`config.mk`:
```
export PLATFORM = sky130hd
export DESIGN_NAME = bir_ram
export DESIGN_NICKNAME = d
export VERILOG_FILES = /design/src/design/bir_ram.sv
export SDC_FILE = /design/constraint.sdc
export NUM_CORES = 1
export LEC_CHECK = 0
export BUFFER_PORTS_ARGS = -buffer_cell sky130_fd_sc_hd__buf_4
export CORE_ASPECT_RATIO = 1.2
export CORE_MARGIN = 3
export CORE_UTILIZATION = 55
export CTS_CLUSTER_SIZE = 12
export DETAILED_ROUTE_END_ITERATION = 10
export GPL_TIMING_DRIVEN = 0
export PLACE_DENSITY = 0.75
export SLEW_MARGIN = 5
export SYNTH_ARGS = -nofsm -noshare
export SYNTH_HDL_FRONTEND = slang
export SYNTH_SLANG_ARGS = --single-unit
export TNS_END_PERCENT = 100
```
`constraint.sdc`:
```
create_clock -name i_clk -period 3.7 [get_ports i_clk]
set_clock_uncertainty 0.2 [all_clocks]
set_input_delay 0.37 -clock i_clk [delete_from_list [all_inputs] [get_ports i_clk]]
set_output_delay 0.37 -clock i_clk [all_outputs]
set_load 0.05 [all_outputs]
```
`src/design/bir_ram.sv`:
```
`timescale 1ns / 1ps

module bir_ram #(
    parameter int WIDTH = 32,
    parameter int DEPTH = 16
) (
    input  logic                     i_clk,
    input  logic                     i_we,
    input  logic [$clog2(DEPTH)-1:0] i_waddr,
    input  logic [WIDTH-1:0]         i_wdata,
    input  logic                     i_re,
    input  logic [$clog2(DEPTH)-1:0] i_raddr,
    output logic [WIDTH-1:0]         o_rdata
);

    logic [WIDTH-1:0] r_mem [DEPTH];
    logic [WIDTH-1:0] r_rdata;

    always_ff @(posedge i_clk) begin
        if (i_we) begin
            r_mem[i_waddr] <= i_wdata;
        end
        // hold the read word while the pipeline is stalled
        if (i_re) begin
            r_rdata <= r_mem[i_raddr];
        end
    end

    assign o_rdata = r_rdata;

endmodule

```
# Word level (Yosys, flattened, before mapping)
# Memories as Yosys holds them, arrays and structs flattened. A register that Yosys moved wholly into a read port is not among the register bits.
# Cells that the tools add are included.
# word_totals
word_cells,3
output_inout_bits,32
memories,1
ff_bits,0
ram_bits,512
input_bits,43
# classes
muxes,2
# mem_list
name,depth,word_bits,read_ports,rd_ports_with_merged_regs,wr,line,text
r_mem,16,32,1,1,1,16,logic [WIDTH-1:0] r_mem [DEPTH];
# op_table
op,count
1-bit two-way mux,2

# Logic depth before layout (Yosys ltp)
# logic_depth
ltp_word,2
depth_mapped,5
depth_no_buf,3

# Worst setup path before layout
# Ideal clock, no wire load.
# synth_timing
path_kind,in2reg
startpoint,input port i_waddr[2]
endpoint,"memory r_mem[0][0], enable pin"
t_arrival_ps,3088
n_path_buf,0
setup_slack_ps,-50
t_required_ps,3039
setup_ps,461
stages,2
path_cell_list,or3b_2 -> nor3_1
# synth_rtl
item,line,text
"start, declared",9,"input logic [$clog2(DEPTH)-1:0] i_waddr,"
"end, declared",16,
# No word-level cell before the write port.

# Worst setup path in the final report
# layout_timing
startpoint,input port i_waddr[0]
endpoint,"memory r_mem[2][27], enable pin"
# No word-level cell before the write port.

==> results.sh <==
export IMPL_syn_area_per_cell_um2=24.07
export IMPL_cp_start_kind="primary input"
export IMPL_yosysTopAreaCell="edfxtp_1"
export IMPL_yosysMostFrequentCell="edfxtp_1"
export IMPL_routed_via_density=6.454
export IMPL_antennaDiodeCount=0
export IMPL_synthFlopType="edfxtp_1"
export IMPL_ys_warn_count=0
export IMPL_insertion_delay_ns=0.57
export IMPL_syn_num_nets=881
export IMPL_cts_buffers_inserted=52
export IMPL_crit_start="i_waddr[0]"
export IMPL_hold_start="i_waddr[1]"
export IMPL_synthArstFlopShare=0
export IMPL_min_period_ns=2.349
export IMPL_drtIter0Drc=976
export IMPL_pwr_density_cell_nw_per_um2=522.9
export IMPL_drv_slew=0
export IMPL_die_h_um=215.8
export IMPL_portBuffers=72
export IMPL_worstSetupPathType="primary input to flip-flop"
export IMPL_multiInputGateArea_um2=3732
export IMPL_ioPinCount=75
export IMPL_cts_tree="built"
export IMPL_rr_startpoint="r_mem[11][12]"
export IMPL_setup_viol=0
export IMPL_yosys_top_cells_area="edfxtp_1, mux4_2, a22oi_1, nand2_1, buf_4"
export IMPL_wl_per_cell_um=29.26
export IMPL_slew_limit_headroom=0.3738
export IMPL_cap_viol_max_count=0
export IMPL_hold_viol_final=0
export IMPL_cp_cell_sequence="dlygate4sd3_1 > buf_4 > nand2b_1 > nor2_4 > buf_16"
export IMPL_rsz0062_at_grt="false"
export IMPL_grt_pass1_wl_um=65610
export IMPL_initial_core_util=0.5598
export IMPL_syn2layout_area_growth_pct=16.87
export IMPL_status="finished, final reports clean"
export IMPL_synth_edf_count=544
export IMPL_syn_inst=838
export IMPL_clockBufferDepth=3
export IMPL_layout_nets=1068
export IMPL_postLayoutCoreUtil=0.6542
export IMPL_regArea_um2=16340
export IMPL_mappedNetlistArea_um2=20170
export IMPL_path_clk_slew_ns=0.06
export IMPL_slowest_stage="nor2_4"
export IMPL_ant_nets=0
export IMPL_worst_slew_pin_slew_ns=0.9393
export IMPL_ir_drop_uv=344.2
export IMPL_crit_path_max_incr_delay_ns=0.70
export IMPL_whs_ns=0.03743
export IMPL_n_fill_cell=2200
export IMPL_hp_class="primary input to flip-flop"
export IMPL_crit_arrival_ns=2.42
export IMPL_place_congestion=0.7277
export IMPL_leakage_nw=7.555
export IMPL_end_kind="flip-flop"
export IMPL_die_w_um=180.8
export IMPL_core_area_um2=36040
export IMPL_cp_max_fo=18
export IMPL_vias=9688
export IMPL_required_ns=3.77
export IMPL_yosysSeqAreaShare=0.8097
export IMPL_place_hpwl_um=26040
export IMPL_num_rows=76
export IMPL_drc=0
export IMPL_grt_pass1_vias=10300
export IMPL_grt_overflow=0
export IMPL_grt_use_total=0.2290
export IMPL_antenna_found_initial=0
export IMPL_routed_wl_um=43930
export IMPL_tns_ns=0
export IMPL_synth_top_cells_by_count="edfxtp_1, mux4_2, a22oi_1, nand2_1, clkbuf_1"
export IMPL_drive_above_1_share=0.3059
export IMPL_ys_ff_latch=544
export IMPL_clkSinkCount=544
export IMPL_root_buffer="clkbuf_16"
export IMPL_drtPass1Iterations=5
export IMPL_clock_fmax_mhz=425.8
export IMPL_grt_max_degree=33
export IMPL_period_share=0.6348
export IMPL_design_die_area_um2=39020
export IMPL_synth_top_area_frac=0.8097
export IMPL_synth_cell_types=17
export IMPL_htree_levels=2
[report_power, final]
part	switching, mW	total (mW)	leakage [nW]	internal, mW
clock network	2.03	4.55	0.671	2.53
registers	0.0374	6.98	4.94	6.94
logic	0.485	0.793	1.94	0.309
total	2.55	12.3	7.55	9.78
[cell families (layout without fill, tap and decap cells)]
logic type             count (synthesis)  after routing  share of synthesized area
flip-flops                           544            544                     0.8097
multiplexers                         128            128                     0.1429
AO/OA/AOI/OAI                         64             64                    0.02382
AND/OR/NAND/NOR                       59             59                    0.01253
buffers and inverters                 43            238                    0.01104
[final timing paths]
| kind | endpoint | slack (ns) | cells past startpoint |
|---|---|---|---|
| hold / removal | r_mem[12][18] | 0.04 | 2 |
| setup / recovery | r_mem[2][27] | 1.35 | 5 |
| hold reg to reg | o_rdata[25] | 0.55 | 3 |
| setup reg to reg | o_rdata[12] | 1.93 | 3 |
[cells in the final DEF (no fill, tap or decap), types with 3 or more instances in the layout]
cell type	Yosys	routed
clkbuf_1	17	21
clkbuf_16	0	53
nor3_2	0	3
dlygate4sd3_1	0	34
mux4_2	128	128
buf_6	2	5
buf_12	0	4
clkinv_1	0	3
buf_1	9	9
nand2_1	33	33
buf_16	0	8
buf_8	0	4
buf_2	4	4
edfxtp_1	544	544
buf_4	11	91
a22oi_1	64	64
nor2_4	0	12
[critical path, delay by kind of cell]
| kind | cells | cell delay (ns) |
|---|---|---|
| buffers and inverters | 3 | 1.00 |
| AND/OR/NAND/NOR | 2 | 1.03 |
[registers in the layout, indices dropped and copies added (netlist names)]
signal	cells
r_mem	512
o_rdata	32
[per-stage QoR]
| step | setup WS [ns] | cell area, um^2 | cells | power (mW) |
|---|---|---|---|---|
| detailed placement | 0.9379 | 21870 | 1405 | 7.869 |
| floorplan | 0.2507 | 20180 | 838 | 7.541 |
| CTS | 1.344 | 23580 | 1501 | 12.38 |
| global placement | -2.365 | 21310 | 1378 | 7.821 |
| global route | 1.276 | 23580 | 1501 | 12.65 |
| finish | 1.351 | 23580 | 1501 | 12.33 |
[per-layer routing]
layer	vias up	GRT usage	routed length [um]
li1	3952	-	-
met1	5143	0.3042	16670
met2	491	0.3876	22790
met3	102	0.04417	3111
met4	0	0.07653	1353
met5	-	0	0
[cell type report]
type | count | area share
flip-flops and latches | 544 | 0.6928
multi-input cells | 251 | 0.1583
clock buffers | 57 | 0.05689
repair buffers | 133 | 0.05662
well taps | 468 | 0.02484
plain buffers | 43 | 0.009446
clock inverters | 5 | 0.001061
[repair_timing]
item,in CTS,in global routing
hold buffers,34,0
resized for setup,0,0
endpoints found under the hold margin,513,0
buffers inserted,0,0
Note: power is estimated with default switching activity, not from simulation.
